$ cat src/sv/hfc_pkg.sv
// hfc_pkg: shared types, constants and helpers for the binary16/binary32 converter
// no dependencies; imported by half_float_converter
`timescale 1ns / 1ps
`default_nettype none

package hfc_pkg;

	// direction codes
	localparam logic KIND_H2S = 1'b0;
	localparam logic KIND_S2H = 1'b1;

	// binary32 / binary16 field constants
	localparam logic [7:0]  S_EXP_ALL = 8'hFF;
	localparam logic [4:0]  H_EXP_ALL = 5'h1F;
	localparam logic [9:0]  H_QUIET   = 10'h200;
	localparam logic [7:0]  H2S_BIAS  = 8'd112;
	localparam logic [7:0]  SUB_EXP0  = 8'd113;
	localparam logic [7:0]  S2H_OVF   = 8'd143;
	localparam logic [7:0]  S2H_TINY  = 8'd102;
	localparam logic [7:0]  S2H_SUB   = 8'd112;
	localparam logic [7:0]  SUB_SHIFT = 8'd126;

	// operand class decided in the first stage
	typedef enum logic [2:0] {
		CLS_ZERO,
		CLS_SUB,
		CLS_NORM,
		CLS_INFNAN,
		CLS_OVF
	} cls_t;

	// shift that brings the leading one of a nonzero 10-bit mantissa to bit 10
	function automatic logic [3:0] lead_shift(input logic [9:0] man);
		logic [3:0] lz;
		lz = 4'd0;
		for (int i = 0; i < 10; i++) begin
			if (man[i]) begin
				lz = 4'(10 - i);
			end
		end
		return lz;
	endfunction

endpackage

`default_nettype wire

$ cat src/sv/half_float_converter.sv
// half_float_converter: three-stage pipelined IEEE 754 binary16 <-> binary32 converter
// result word comes from the stage-3 register, one word per cycle sustained while out_stall stays low
// reset (arst_n low) clears the stage valid bits only; data registers are not reset
// depends on hfc_pkg
`timescale 1ns / 1ps
`default_nettype none

module half_float_converter
	import hfc_pkg::*;
(
	input  wire logic        clk,
	input  wire logic        arst_n,
	input  wire logic        in_valid,
	output      logic        in_stall,
	input  wire logic        kind,
	input  wire logic [31:0] operand,
	output      logic        out_valid,
	input  wire logic        out_stall,
	output      logic [31:0] result
);

	// stage 1: classify, leading-zero count, subnormal shift amount
	// stage 2: normalize / align, assemble result, decide the rounding increment
	// stage 3: apply the increment (may carry into exponent or up to infinity)
	// each stage advances when the stage after it is empty or moving, so a
	// stalled output still lets bubbles collapse and a word enter upstream

	logic        v_s1, v_s2, v_s3;
	logic        rdy1, rdy2, rdy3;

	assign rdy3     = !v_s3 || !out_stall;
	assign rdy2     = !v_s2 || rdy3;
	assign rdy1     = !v_s1 || rdy2;
	assign in_stall = !rdy1;

	// ---------------- stage 1 ----------------
	logic        kind_s1;
	logic [31:0] op_s1;
	cls_t        cls_s1;
	logic [3:0]  lz_s1;
	logic [4:0]  sh_s1;

	logic [4:0]  h_exp;
	logic [9:0]  h_man;
	logic [7:0]  s_exp;
	cls_t        cls_d;

	assign h_exp = operand[14:10];
	assign h_man = operand[9:0];
	assign s_exp = operand[30:23];

	always_comb begin
		if (kind == KIND_H2S) begin
			priority if (h_exp == 5'd0 && h_man == 10'd0) begin
				cls_d = CLS_ZERO;
			end else if (h_exp == 5'd0) begin
				cls_d = CLS_SUB;
			end else if (h_exp == H_EXP_ALL) begin
				cls_d = CLS_INFNAN;
			end else begin
				cls_d = CLS_NORM;
			end
		end else begin
			// half exponent = single exponent - 112
			priority if (s_exp == S_EXP_ALL) begin
				cls_d = CLS_INFNAN;
			end else if (s_exp >= S2H_OVF) begin
				cls_d = CLS_OVF;
			end else if (s_exp < S2H_TINY) begin
				cls_d = CLS_ZERO;   // below 2^-25, flush to signed zero
			end else if (s_exp <= S2H_SUB) begin
				cls_d = CLS_SUB;
			end else begin
				cls_d = CLS_NORM;
			end
		end
	end

	always_ff @(posedge clk or negedge arst_n) begin
		if (!arst_n) begin
			v_s1 <= 1'b0;
		end else if (rdy1) begin
			v_s1 <= in_valid;
		end
	end

	always_ff @(posedge clk) begin
		if (rdy1 && in_valid) begin
			kind_s1 <= kind;
			op_s1   <= operand;
			cls_s1  <= cls_d;
			lz_s1   <= lead_shift(h_man);
			sh_s1   <= 5'(SUB_SHIFT - s_exp);   // 14..24 for subnormal results
		end
	end

	// ---------------- stage 2 ----------------
	logic [31:0] base_s2;
	logic        inc_s2;

	logic [31:0] base_d;
	logic        inc_d;
	logic        sgn;
	logic [10:0] h_norm;
	logic [23:0] s_man;
	logic [23:0] sub_q;
	logic [23:0] stk_mask;
	logic        sub_rb, sub_st;
	logic [9:0]  pm;
	logic [4:0]  n_exp;

	assign sgn      = (kind_s1 == KIND_H2S) ? op_s1[15] : op_s1[31];
	assign h_norm   = {1'b0, op_s1[9:0]} << lz_s1;
	assign s_man    = {1'b1, op_s1[22:0]};
	assign sub_q    = s_man >> sh_s1;
	assign sub_rb   = s_man[5'(sh_s1 - 5'd1)];
	assign stk_mask = ~(24'hFF_FFFF << (sh_s1 - 5'd1));
	assign sub_st   = |(s_man & stk_mask);
	assign pm       = (op_s1[22:0] != 23'd0) ? (op_s1[22:13] | H_QUIET) : 10'd0;
	assign n_exp    = 5'(op_s1[30:23] - H2S_BIAS);

	always_comb begin
		base_d = 32'd0;
		inc_d  = 1'b0;
		if (kind_s1 == KIND_H2S) begin
			unique case (cls_s1)
				CLS_ZERO:   base_d = {sgn, 31'd0};
				CLS_SUB:    base_d = {sgn, 8'(SUB_EXP0 - 8'(lz_s1)), h_norm[9:0], 13'd0};
				CLS_INFNAN: base_d = {sgn, S_EXP_ALL, op_s1[9:0], 13'd0};
				default:    base_d = {sgn, 8'(8'(op_s1[14:10]) + H2S_BIAS),
				                      op_s1[9:0], 13'd0};
			endcase
		end else begin
			unique case (cls_s1)
				CLS_INFNAN: base_d = {16'd0, sgn, H_EXP_ALL, pm};
				CLS_OVF:    base_d = {16'd0, sgn, H_EXP_ALL, 10'd0};
				CLS_ZERO:   base_d = {16'd0, sgn, 15'd0};
				CLS_SUB: begin
					base_d = {16'd0, sgn, 5'd0, sub_q[9:0]};
					inc_d  = sub_rb && (sub_st || sub_q[0]);
				end
				default: begin
					base_d = {16'd0, sgn, n_exp, op_s1[22:13]};
					inc_d  = op_s1[12] && ((|op_s1[11:0]) || op_s1[13]);
				end
			endcase
		end
	end

	always_ff @(posedge clk or negedge arst_n) begin
		if (!arst_n) begin
			v_s2 <= 1'b0;
		end else if (rdy2) begin
			v_s2 <= v_s1;
		end
	end

	always_ff @(posedge clk) begin
		if (rdy2 && v_s1) begin
			base_s2 <= base_d;
			inc_s2  <= inc_d;
		end
	end

	// ---------------- stage 3 ----------------
	// increment on the 15-bit magnitude; carry runs into the exponent and
	// can reach infinity, the sign bit is never touched
	logic [31:0] result_s3;

	always_ff @(posedge clk or negedge arst_n) begin
		if (!arst_n) begin
			v_s3 <= 1'b0;
		end else if (rdy3) begin
			v_s3 <= v_s2;
		end
	end

	always_ff @(posedge clk) begin
		if (rdy3 && v_s2) begin
			result_s3 <= {base_s2[31:15], base_s2[14:0] + 15'(inc_s2)};
		end
	end

	assign out_valid = v_s3;
	assign result    = result_s3;

endmodule

`default_nettype wire

$ cat config.mk
export PLATFORM = sky130hd
export DESIGN_NAME = half_float_converter
export DESIGN_NICKNAME = d
export VERILOG_FILES = /design/src/sv/hfc_pkg.sv /design/src/sv/half_float_converter.sv
export SDC_FILE = /design/constraint.sdc
export NUM_CORES = 1
export LEC_CHECK = 0
export BUFFER_PORTS_ARGS = -buffer_cell sky130_fd_sc_hd__buf_2
export CORE_ASPECT_RATIO = 1.1
export CORE_MARGIN = 8
export CORE_UTILIZATION = 59
export DETAILED_ROUTE_END_ITERATION = 6
export PLACE_DENSITY_LB_ADDON = 0.08
export RECOVER_POWER = 100
export SLEW_MARGIN = 20
export SYNTH_ARGS = -nofsm -noshare
export SYNTH_HDL_FRONTEND = slang
export SYNTH_SLANG_ARGS = --single-unit
$ cat constraint.sdc
create_clock -name clk -period 4.5 [get_ports clk]
set_input_delay 0.675 -clock clk [delete_from_list [all_inputs] [get_ports clk]]
set_output_delay 0.675 -clock clk [all_outputs]
set_load 0.02 [all_outputs]
Word level (Yosys, flattened, before mapping) --
Index checks and enable logic that the tools add are counted.
Storage, ports and cells: flip-flop bits (word level) 113, bits in latches 0, bits in writable memories 0, bits in read-only memories 0, input bits 37, output and inout port bits 34, memories 0
Operators by class: add/sub/neg operators 6, multipliers 0, div/mod/pow operators 0, $lt $le $gt $ge 4, equal/unequal tests 5, shift-type cells 3, muxes and demuxes 25, bitwise operators 2, reductions and logical operators 25
Operator list (number):
- case mux 31 bit (3 select lines) | 1
- case mux 15 bit (4 select lines) | 1
- two-way mux 32 bit | 1
- AND 24 bit | 1
- two-way mux 3 bit | 8
- NOT 24 bit | 1
- OR reduction 24 bit | 1
- << shifter 24 x 5 -> 24 bit, first input constant | 1
- >> shifter 24 x 5 -> 10 bit | 1
- nonzero test 23 bit | 1
- adder 15 x 1 -> 15 bit | 1
- two-way mux 4 bit | 3
- OR reduction 12 bit | 1
- zero test 10 bit | 1
- two-way mux 10 bit | 1
- two-way mux 2 bit | 5
- << shifter 10 x 4 -> 10 bit | 1
- adder 5 x 7 -> 8 bit, second input constant | 1
- equality test 8 bit, second input constant | 1
- greater-or-equal comparator 8 bit, second input constant | 1
- less-or-equal comparator 8 x 7 -> 1 bit, second input constant | 1
- less-than comparator 8 x 7 -> 1 bit, second input constant | 1
- subtractor 7 x 4 -> 8 bit, first input constant | 1
- OR reduction 7 bit | 1
- other kinds (17) | 33

Longest topological paths before layout --
Gate-level depths: netlist of the first run.
word-level depth 9, gate-level depth with buffers 12, gate-level depth less buffers 10

Worst setup path after synthesis of the first run --
Ideal clock, no wire load.
kind input to register, start input out_stall, end register result_s3[0], in the netlist result[0], enable pin, arrival 2.958 ns, required time 4.033 ns, setup slack 1.075 ns, stages on the path 1, path through a21boi_0
On the way: word-level cells in the longest chain between the ends 3
Ends and longest elaborated chain:
- start: declaration | line half_float_converter.sv:18 | input wire logic out_stall,
- zero test 1 bit | line half_float_converter.sv:31 | assign rdy3 = !v_s3 || !out_stall;
- logical OR 1 bit | line half_float_converter.sv:31
- logical AND 1 bit | line half_float_converter.sv:179 | if (rdy3 && v_s2) begin
- end signal: assignment | line half_float_converter.sv:180 | result_s3 <= {base_s2[31:15], base_s2[14:0] + 15'(inc_s2)};
- end: declaration | line half_float_converter.sv:168 | logic [31:0] result_s3;
No other way between the ends. A chain may end at the register's enable or synchronous reset.

==> impl_metrics.csv, run 1 <==
group,metric,value,unit
global_routing,antenna_found_initial,0,
worst_setup_path,cp-start-kind,"flip-flop",
outcome,status,"finished, violations left",
floorplan,ios,71,
route,route.antenna.remaining_nets,0,
floorplan,rows,39,
global_routing,overflow,0,
clocking,worstSkewPairLatency,0.35,ns
route,drt_iter0_drc,376,
layout,drive_gt1_share,11.2,%
yosys,async_reset_ff_share,2.80,%
yosys,synthTopCellsByArea,"edfxtp_1 49%, mux4_2 5.7%, mux2i_1 4.0%",
timing,setup_viol,0,
yosys,syn_avg_cell_area,11.3,µm²
floorplan,start_util,60.7,%
clocking,clk_pin_slew_worst_paths,0.08,ns
clocking,cts_setup_buffers,0,
outcome,violations,"max-capacitance violations, max-slew violations",
global_routing,grt_pass1_vias,4442,
placement,place.gp.congestion,0.897,
route,vias,4693,
yosys,netlist-cell-type-count,66,
yosys,synth_top_flop_cell,"edfxtp_1",
yosys,synth_top_cell_by_area,"edfxtp_1",
floorplan,die_area,14300,µm²
yosys,ys_ff_latch,107,
worst_setup_path,worst-setup-path-type,"flip-flop to flip-flop",
power_and_ir_drop,vdd.ir_drop.worst,0.209,mV
route,drtPass1Iterations,5,
global_routing,track_usage,21.3,%
timing,finalHoldViolCount,0,
floorplan,die_h,124,µm
worst_setup_path,reg2reg_depth,5,
clocking,cts_tree,"done",
yosys,yosysWarningCount,0,
power_and_ir_drop,p_per_area,371,nW/µm²
min_path,hp-class,"input port to async pin",
clocking,cts_resized,0,
floorplan,die_width,115,µm
yosys,syn-cell-area,6310,µm²
clocking,htreeDepth,3,
timing,slew_viol_final,144,
layout,antenna_cells,0,
yosys,postSynthCellCount,556,
layout,area_growth_syn_to_layout,9.18,%
clocking,holdBufCountCts,0,
worst_setup_path,cp_max_fo,36,
timing,fin_skew,0.00836,ns
yosys,yosysMostFrequentCell,"edfxtp_1",
timing,final.min_clock_period,3.54,ns
flow_run,max_cap_violations,4,
yosys,synth_edf_count,104,
worst_setup_path,worst_ep_arrival_time,3.65,ns
route,routedWlPerCell,20.0,µm
worst_setup_path,endpoint_kind,"flip-flop",
route,viasPerCell,6.24,
global_routing,grt_max_degree,42,
route,drc,0,
global_routing,grt_first_pass_wirelength,23.8,mm
timing,whs,0.120,ns
yosys,synth_nets,603,
yosys,synthDominantCellAreaShare,49.5,%
layout,stdcell_count,752,
yosys,ys_seq_area_share,50.7,%
clocking,cts_root_buffer,"clkbuf_16",
clocking,cts_max_path_buffers,2,
timing,rsz0062_at_grt,"no",
placement,port_buffers,70,
worst_setup_path,cp.required,4.60,ns
power_and_ir_drop,leakage,2.45,nW
timing,relSlewSlack,-81.4,%
timing,clock.fmax,282,MHz
clocking,cts.sinks,107,
layout,final_nets,651,
clocking,numCtsBuffers,9,
placement,dp_hpwl,10.7,mm
timing,worst_slew_pin_slew,2.72,ns
timing,min_period_over_period,78.7,%
timing,fin_setup_tns,0,ns
placement,placed_cells,736,
yosys,synthTopCellsByCount,"104 x edfxtp_1, 51 x nand2_1, 47 x nor2_1, 36 x o21ai_0, 25 x mux2i_1",
route,drt_wl_total,15.0,mm
floorplan,core,10400,µm²
## cells in the final DEF (no fill, tap or decap), drive strengths merged, types with 8 or more instances in the layout
cell type / n
a211oi: 15
a21boi: 8
a21oi: 24
buf: 17
clkbuf: 68
edfxtp: 104
ha: 10
inv: 18
mux2: 15
mux2i: 25
mux4: 17
nand2: 51
nand3: 12
nor2: 47
nor2b: 12
nor3: 14
o21ai: 37
xnor2: 12
## worst max-delay path, cell delays in order (launching register included)
cell      delay [ns]
edfxtp_1        0.34
clkbuf_1        1.38
mux4_2          0.69
mux4_2          0.47
nor2b_1         0.14
a211o_1         0.27
## flip-flops by register name, summed over array words and instances, names as in the netlist
name,cells
base_s2,31
cls_s1,3
inc_s2,1
kind_s1,1
lz_s1,4
op_s1,29
out_valid,1
result,31
sh_s1,4
v_s1,1
v_s2,1
## final cells by class
class | count | area (µm²)
Clock buffer | 9 | 225
Clock inverter | 7 | 78.8
Fill cell | 827 | 3500
Inverter | 17 | 63.8
Multi-Input combinational cell | 393 | 2830
Sequential cell | 107 | 3200
Tap cell | 143 | 179
Timing Repair Buffer | 76 | 314
## power by group
part | leakage [nW] | internal (mW) | switching, mW
Sequential | 1.05 | 1.22 | 0.0963
Combinational | 1.25 | 0.182 | 0.275
Clock | 0.142 | 0.395 | 0.390
Total | 2.45 | 1.80 | 0.761
## path summary, 6_finish.rpt
path                                           start                       end  slack, ns
max reg2reg                      op_s1[23]$_DFFE_PP_  base_s2[1]$_SDFFCE_PN0P_       0.96
min in group clk           base_s2[19]$_SDFFCE_PP0P_      result[19]$_DFFE_PP_       0.42
max in group asynchronous                     arst_n     out_valid$_DFFE_PN0P_       4.23
min reg2reg                base_s2[19]$_SDFFCE_PP0P_      result[19]$_DFFE_PP_       0.42
max                              op_s1[23]$_DFFE_PP_  base_s2[1]$_SDFFCE_PN0P_       0.96
min                                           arst_n          v_s1$_DFFE_PN0N_       0.12
## logic make-up (layout without fill, tap and decap cells)
group,count (synthesis),after routing,share of synthesized area (%)
buf+inv,56,109,4.36
flops,107,107,50.7
mux,57,57,12.8
fa+ha+maj,10,10,1.98
simple gates,175,175,13.6
xor+xnor,18,18,2.50
compound gates,133,133,14.1
## layer usage
layer	GRT usage, %	vias to the layer above	part of all wire (%)	routed length (µm)
li1	-	2205	-	-
met5	0	-	0	0
met2	33.9	212	48	7230
met3	3.64	28	7.0	1060
met1	27.8	2248	42	6290
met4	9.25	0	2.9	438
## stage by stage
| step | area (µm²) | util (%) | worst slack, ns | power, mW |
|---|---|---|---|---|
| finish | 6890 | 66.3 | 0.957 | 2.56 |
| global route | 6890 | 66.3 | 0.745 | 2.66 |
| CTS | 6980 | 67.2 | 1.51 | 2.58 |
| detailed placement | 6680 | 64.2 | 1.53 | 1.80 |
| global placement | 6680 | 64.2 | 1.62 | 1.79 |
| floorplan | 6310 | - | 1.08 | 1.65 |
(Power assumes the default switching activity.)
==> run 2, diff against run 1 <==
- clock period: 4.5 -> 3.6 ns (I/O delays scaled with it)
==> impl_metrics.csv, run 2 (synthesis results as in run 1) <==
group,metric,value,unit
timing,whs,0.358,ns
clocking,cts_setup_buffers,0,
global_routing,grt_pass1_vias,4415,
floorplan,die_h,124,µm
timing,fin_setup_tns,0,ns
clocking,cts.sinks,107,
global_routing,track_usage,20.9,%
placement,placed_cells,737,
layout,fin_util,66.5,%
worst_setup_path,cp.required,3.79,ns
min_path,hp-class,"input port to flip-flop",
timing,fin_ws,0.811,ns
outcome,violations,"max-capacitance violations, max-slew violations",
global_routing,met1_usage,26.5,%
route,drt_iter0_drc,432,
placement,pre_cts_slack,0.893,ns
clocking,clk_pin_slew_worst_paths,0.08,ns
placement,place_area,6690,µm²
timing,final.min_clock_period,2.79,ns
flow_run,max_cap_violations,3,
floorplan,core,10400,µm²
timing,fin_skew,0.0106,ns
layout,final_cell_mix,"104 x edfxtp_1, 59 x clkbuf_1, 51 x nand2_1",
worst_setup_path,worst_ep_arrival_time,2.98,ns
layout,multi_input_comb_area,2840,µm²
floorplan,start_util,60.7,%
global_routing,antenna_found_initial,0,
timing,min_period_over_period,77.5,%
global_routing,grt.busiest_layer,"met2",
layout,n_fill_cell,861,
power_and_ir_drop,vdd.ir_drop.worst,0.306,mV
worst_setup_path,cp-start-kind,"flip-flop",
timing,worst_slew_pin_slew,1.86,ns
global_routing,grt_max_degree,42,
global_routing,grt_use_met2,33.6,%
layout,antenna_cells,0,
layout,final_nets,653,
floorplan,rows,39,
timing,rsz0062_at_grt,"no",
placement,dp_hpwl,10.6,mm
clocking,numCtsBuffers,9,
timing,slew_viol_final,107,
floorplan,ios,71,
timing,relSlewSlack,-24.3,%
route,drtPass1Iterations,5,
clocking,cts_root_buffer,"clkbuf_16",
worst_setup_path,cp_max_fo,16,
clocking,worstSkewPairLatency,0.35,ns
layout,stdcell_count,754,
outcome,status,"finished, violations left",
route,vias,4693,
global_routing,overflow,0,
global_routing,grt_first_pass_wirelength,23.2,mm
layout,area_growth_syn_to_layout,9.54,%
worst_setup_path,endpoint_kind,"flip-flop",
layout,drive_gt1_share,11.5,%
power_and_ir_drop,leakage,2.46,nW
timing,setup_viol,0,
worst_setup_path,worst-setup-path-type,"flip-flop to flip-flop",
route,drt_wl_total,14.9,mm
layout,finalInstanceArea,6910,µm²
floorplan,die_width,115,µm
timing,finalHoldViolCount,0,
power_and_ir_drop,power,3.20,mW
route,routedWlPerCell,19.7,µm
route,viasPerCell,6.22,
layout,final_common_cell,"edfxtp_1",
layout,seq_area,3200,µm²
route,drc,0,
global_routing,gr-usage-met3,4.32,%
timing,clock.fmax,359,MHz
floorplan,die_area,14300,µm²
power_and_ir_drop,p_per_area,462,nW/µm²
placement,place.gp.congestion,0.970,
clocking,cts_tree,"done",
clocking,htreeDepth,3,
placement,port_buffers,70,
route,route.antenna.remaining_nets,0,
clocking,cts_max_path_buffers,2,
run 2: cell count changes in the layout (fill, tap and decap cells not counted), sizes merged:
cell,delta
clkbuf,+1
clkinv,+1
clkinvlp,-1
dlygate4sd3,+1
run 2: worst max-delay path, stage by stage, from the launching register on:
cell      delay, ns
edfxtp_1       0.68
clkinv_1       0.19
ha_1           0.42
nor2b_1        0.19
a22o_1         0.22
or4_1          0.53
a21oi_1        0.13
o21ai_0        0.09
a31oi_1        0.18
run 2: repair_timing:
item / CTS / global route
endpoints found under the hold margin: 3 / 0
gates resized for setup: 0 / 0
hold buffers: 1 / 0
run 2: metal layers:
metal | vias up | wire [µm]
met5 | - | 0
met3 | 44 | 1210
met4 | 0 | 514
met2 | 235 | 7070
li1 | 2213 | -
met1 | 2201 | 6100
run 2: final cells by class:
class / count / area share (%)
Tap cell: 143 / 2.59
Timing Repair Buffer: 78 / 4.76
Clock inverter: 7 / 1.16
Multi-Input combinational cell: 393 / 41.0
Sequential cell: 107 / 46.3
Inverter: 17 / 0.923
Clock buffer: 9 / 3.26
run 2: power breakdown:
group          total, mW  switching, mW  internal (mW)  leakage, nW
Sequential          1.65          0.124           1.52         1.05
Combinational      0.569          0.341          0.228         1.26
Clock              0.979          0.484          0.495        0.146
run 2: final timing paths:
kind,start,end,slack (ns),cells past startpoint
max,sh_s1[2]$_DFFE_PP_,inc_s2$_SDFFCE_PN0P_,0.81,8
min,operand[15],op_s1[15]$_DFFE_PP_,0.36,1
max reg2reg,sh_s1[2]$_DFFE_PP_,inc_s2$_SDFFCE_PN0P_,0.81,8
min reg2reg,base_s2[17]$_SDFFCE_PP0P_,result[17]$_DFFE_PP_,0.42,0
max in group asynchronous,arst_n,v_s2$_DFFE_PN0P_,2.91,2
min in group asynchronous,arst_n,v_s1$_DFFE_PN0N_,0.53,2
==> run 3, diff against run 2 <==
- ABC_AREA: default -> 1
- clock period: 3.6 -> 2.6 ns (I/O delays scaled with it)
==> impl_metrics.csv, run 3 <==
group,metric,value,unit
global_routing,overflow,0,
layout,drive_gt1_share,7.40,%
worst_setup_path,worst-setup-path-type,"flip-flop to flip-flop",
yosys,synth_fa_ha_area_share,1.99,%
route,route.antenna.remaining_nets,0,
global_routing,track_usage,24.4,%
route,drtPass1Iterations,6,
power_and_ir_drop,p_per_area,656,nW/µm²
placement,port_buffers,70,
clocking,htreeDepth,3,
clocking,cts_setup_buffers,0,
layout,antenna_cells,0,
worst_setup_path,endpoint_kind,"flip-flop",
timing,worst_slew_pin_slew,1.45,ns
worst_setup_path,cp-startpoint,"op_s1[7]$_DFFE_PP_",
yosys,yosysWarningCount,0,
yosys,yosysMostFrequentCell,"nand2_1",
yosys,synth_top_flop_cell,"edfxtp_1",
yosys,syn_avg_cell_area,8.41,µm²
yosys,synth_compound_area_share,11.8,%
placement,place.gp.congestion,0.989,
clocking,cts_tree,"done",
floorplan,die_width,114,µm
yosys,ys_seq_area_share,50.9,%
timing,fin_setup_tns,0,ns
layout,n_fill_cell,889,
timing,fin_skew,0.0139,ns
route,vias,5614,
power_and_ir_drop,power,4.61,mW
timing,slew_viol_final,0,
worst_setup_path,cp.required,2.70,ns
floorplan,start_util,60.4,%
timing,clock.fmax,418,MHz
worst_setup_path,cp_max_fo,8,
worst_setup_path,r2r_slack,0.21,ns
layout,area_growth_syn_to_layout,11.8,%
timing,whs,0.205,ns
global_routing,grt_first_pass_wirelength,27.1,mm
global_routing,grt_pass1_vias,5172,
clocking,holdBufCountCts,1,
yosys,synthTopCellsByArea,"edfxtp_1 50%, nand2_1 12%, nand3_1 5.3%",
worst_setup_path,r2r-start,"op_s1[7]$_DFFE_PP_",
min_path,hp-class,"input port to flip-flop",
timing,finalHoldViolCount,0,
flow_run,max_cap_violations,0,
clocking,worstSkewPairLatency,0.36,ns
clocking,cts_resized,0,
layout,final_common_cell,"nand2_1",
route,drt_wl_total,17.0,mm
yosys,synth_top_cell_by_area,"edfxtp_1",
yosys,syn-cell-area,6280,µm²
clocking,cts.sinks,107,
yosys,ys_ff_latch,107,
global_routing,antenna_found_initial,0,
yosys,synth_nets,794,
yosys,netlist-cell-type-count,47,
min_path,hold_depth,1,
clocking,clk_pin_slew_worst_paths,0.08,ns
worst_setup_path,reg2reg_depth,9,
global_routing,grt_max_degree,42,
layout,final_cell_mix,"202 x nand2_1, 104 x edfxtp_1, 75 x nor2_1",
floorplan,rows,39,
route,drt_iter0_drc,552,
timing,relSlewSlack,3.50,%
floorplan,core,10400,µm²
route,viasPerCell,5.81,
worst_setup_path,r2r-end,"base_s2[7]$_SDFFCE_PN0P_",
yosys,synth-xor-area-share,2.23,%
yosys,synthTopCellsByCount,"202 x nand2_1, 104 x edfxtp_1, 75 x nor2_1, 69 x inv_1, 66 x nand3_1",
power_and_ir_drop,vdd.ir_drop.worst,0.348,mV
timing,rsz0062_at_grt,"no",
floorplan,ios,71,
yosys,synth_edf_count,104,
timing,setup_viol,0,
power_and_ir_drop,leakage,2.86,nW
floorplan,die_area,14200,µm²
floorplan,die_h,124,µm
route,drc,0,
route,routedWlPerCell,17.6,µm
layout,final_nets,866,
yosys,synthDominantCellAreaShare,49.7,%
placement,dp_hpwl,12.8,mm
worst_setup_path,worst_ep_arrival_time,2.49,ns
clocking,numCtsBuffers,9,
min_path,min-delay-start,"operand[17]",
worst_setup_path,cp-start-kind,"flip-flop",
outcome,status,"completed",
yosys,synthSimpleGateAreaFrac,26.1,%
yosys,async_reset_ff_share,2.80,%
yosys,postSynthCellCount,747,
clocking,cts_max_path_buffers,2,
timing,final.min_clock_period,2.39,ns
min_path,min_to,"op_s1[17]$_DFFE_PP_",
clocking,cts_root_buffer,"clkbuf_16",
timing,min_period_over_period,92.0,%
yosys,synth_mux_area_share,0.159,%
yosys,synth_top_family_by_area,"simple AND/OR/NAND/NOR gates",
==> run 3: cell types whose count changed after synthesis, sizes merged, moves of 23 or more <==
cell,previous run,this run
inv,15,75
mux2i,25,1
nand2,51,206
nand3,12,68
nor2,47,82
o21ai,37,60
==> run 3: cell families after synthesis <==
family	count (synthesis)
compound gates	133
xor+xnor	16
fa+ha+maj	10
buf+inv	100
flops	107
mux	1
simple gates	380
==> run 3: power breakdown <==
| part | switching [mW] | leakage, nW | internal (mW) |
|---|---|---|---|
| Combinational | 0.649 | 1.65 | 0.265 |
| Sequential | 0.117 | 1.05 | 2.11 |
| Clock | 0.680 | 0.156 | 0.785 |
| Total | 1.45 | 2.86 | 3.16 |
==> run 3: metal layers <==
metal	GRT usage, %	wire length, µm	share of wire (%)	vias up
li1	-	-	-	2702
met1	32.0	6950	41	2565
met2	37.3	7760	46	302
met3	5.67	1670	9.9	45
met4	10.9	590	3.5	0
met5	0	0	0	-
==> run 3: layout make-up <==
class / count / area, µm² / share of cell area, %
flip-flops and latches: 107 / 3200 / 45.5
multi-input cells: 540 / 2650 / 37.7
repair buffers: 86 / 389 / 5.54
inverters: 75 / 284 / 4.04
clock buffers: 9 / 225 / 3.21
well taps: 143 / 179 / 2.55
clock inverters: 7 / 101 / 1.44
==> run 3: worst max path at each step <==
stage	end	slack (ns)
finish	base_s2[7]$_SDFFCE_PN0P_	0.21
floorplan	inc_s2$_SDFFCE_PN0P_	0.05
detailed placement	inc_s2$_SDFFCE_PN0P_	0.30
CTS	inc_s2$_SDFFCE_PN0P_	0.28
global placement	inc_s2$_SDFFCE_PN0P_	0.36
global route	inc_s2$_SDFFCE_PN0P_	0.06
==> run 3: per-stage QoR <==
stage,cells,util [%],instance area [µm²],worst slack [ns]
2_1_floorplan,747,-,6280,0.0490
3_3_place_gp,950,65.4,6800,0.361
3_5_place_dp,950,65.4,6800,0.300
4_1_cts,967,68.6,7130,0.280
5_1_grt,967,67.6,7020,0.0588
6_report,967,67.6,7020,0.208
==> run 3: worst max-delay path: stages, from the launching register on <==
cell and delay, ns:
edfxtp_1 0.50, inv_1 0.21, nand4_1 0.15, nor2_1 0.19, nand4_1 0.12, a21oi_1 0.16
clkbuf_1 0.37, o21ai_0 0.22, a21oi_1 0.16, nor2_1 0.05
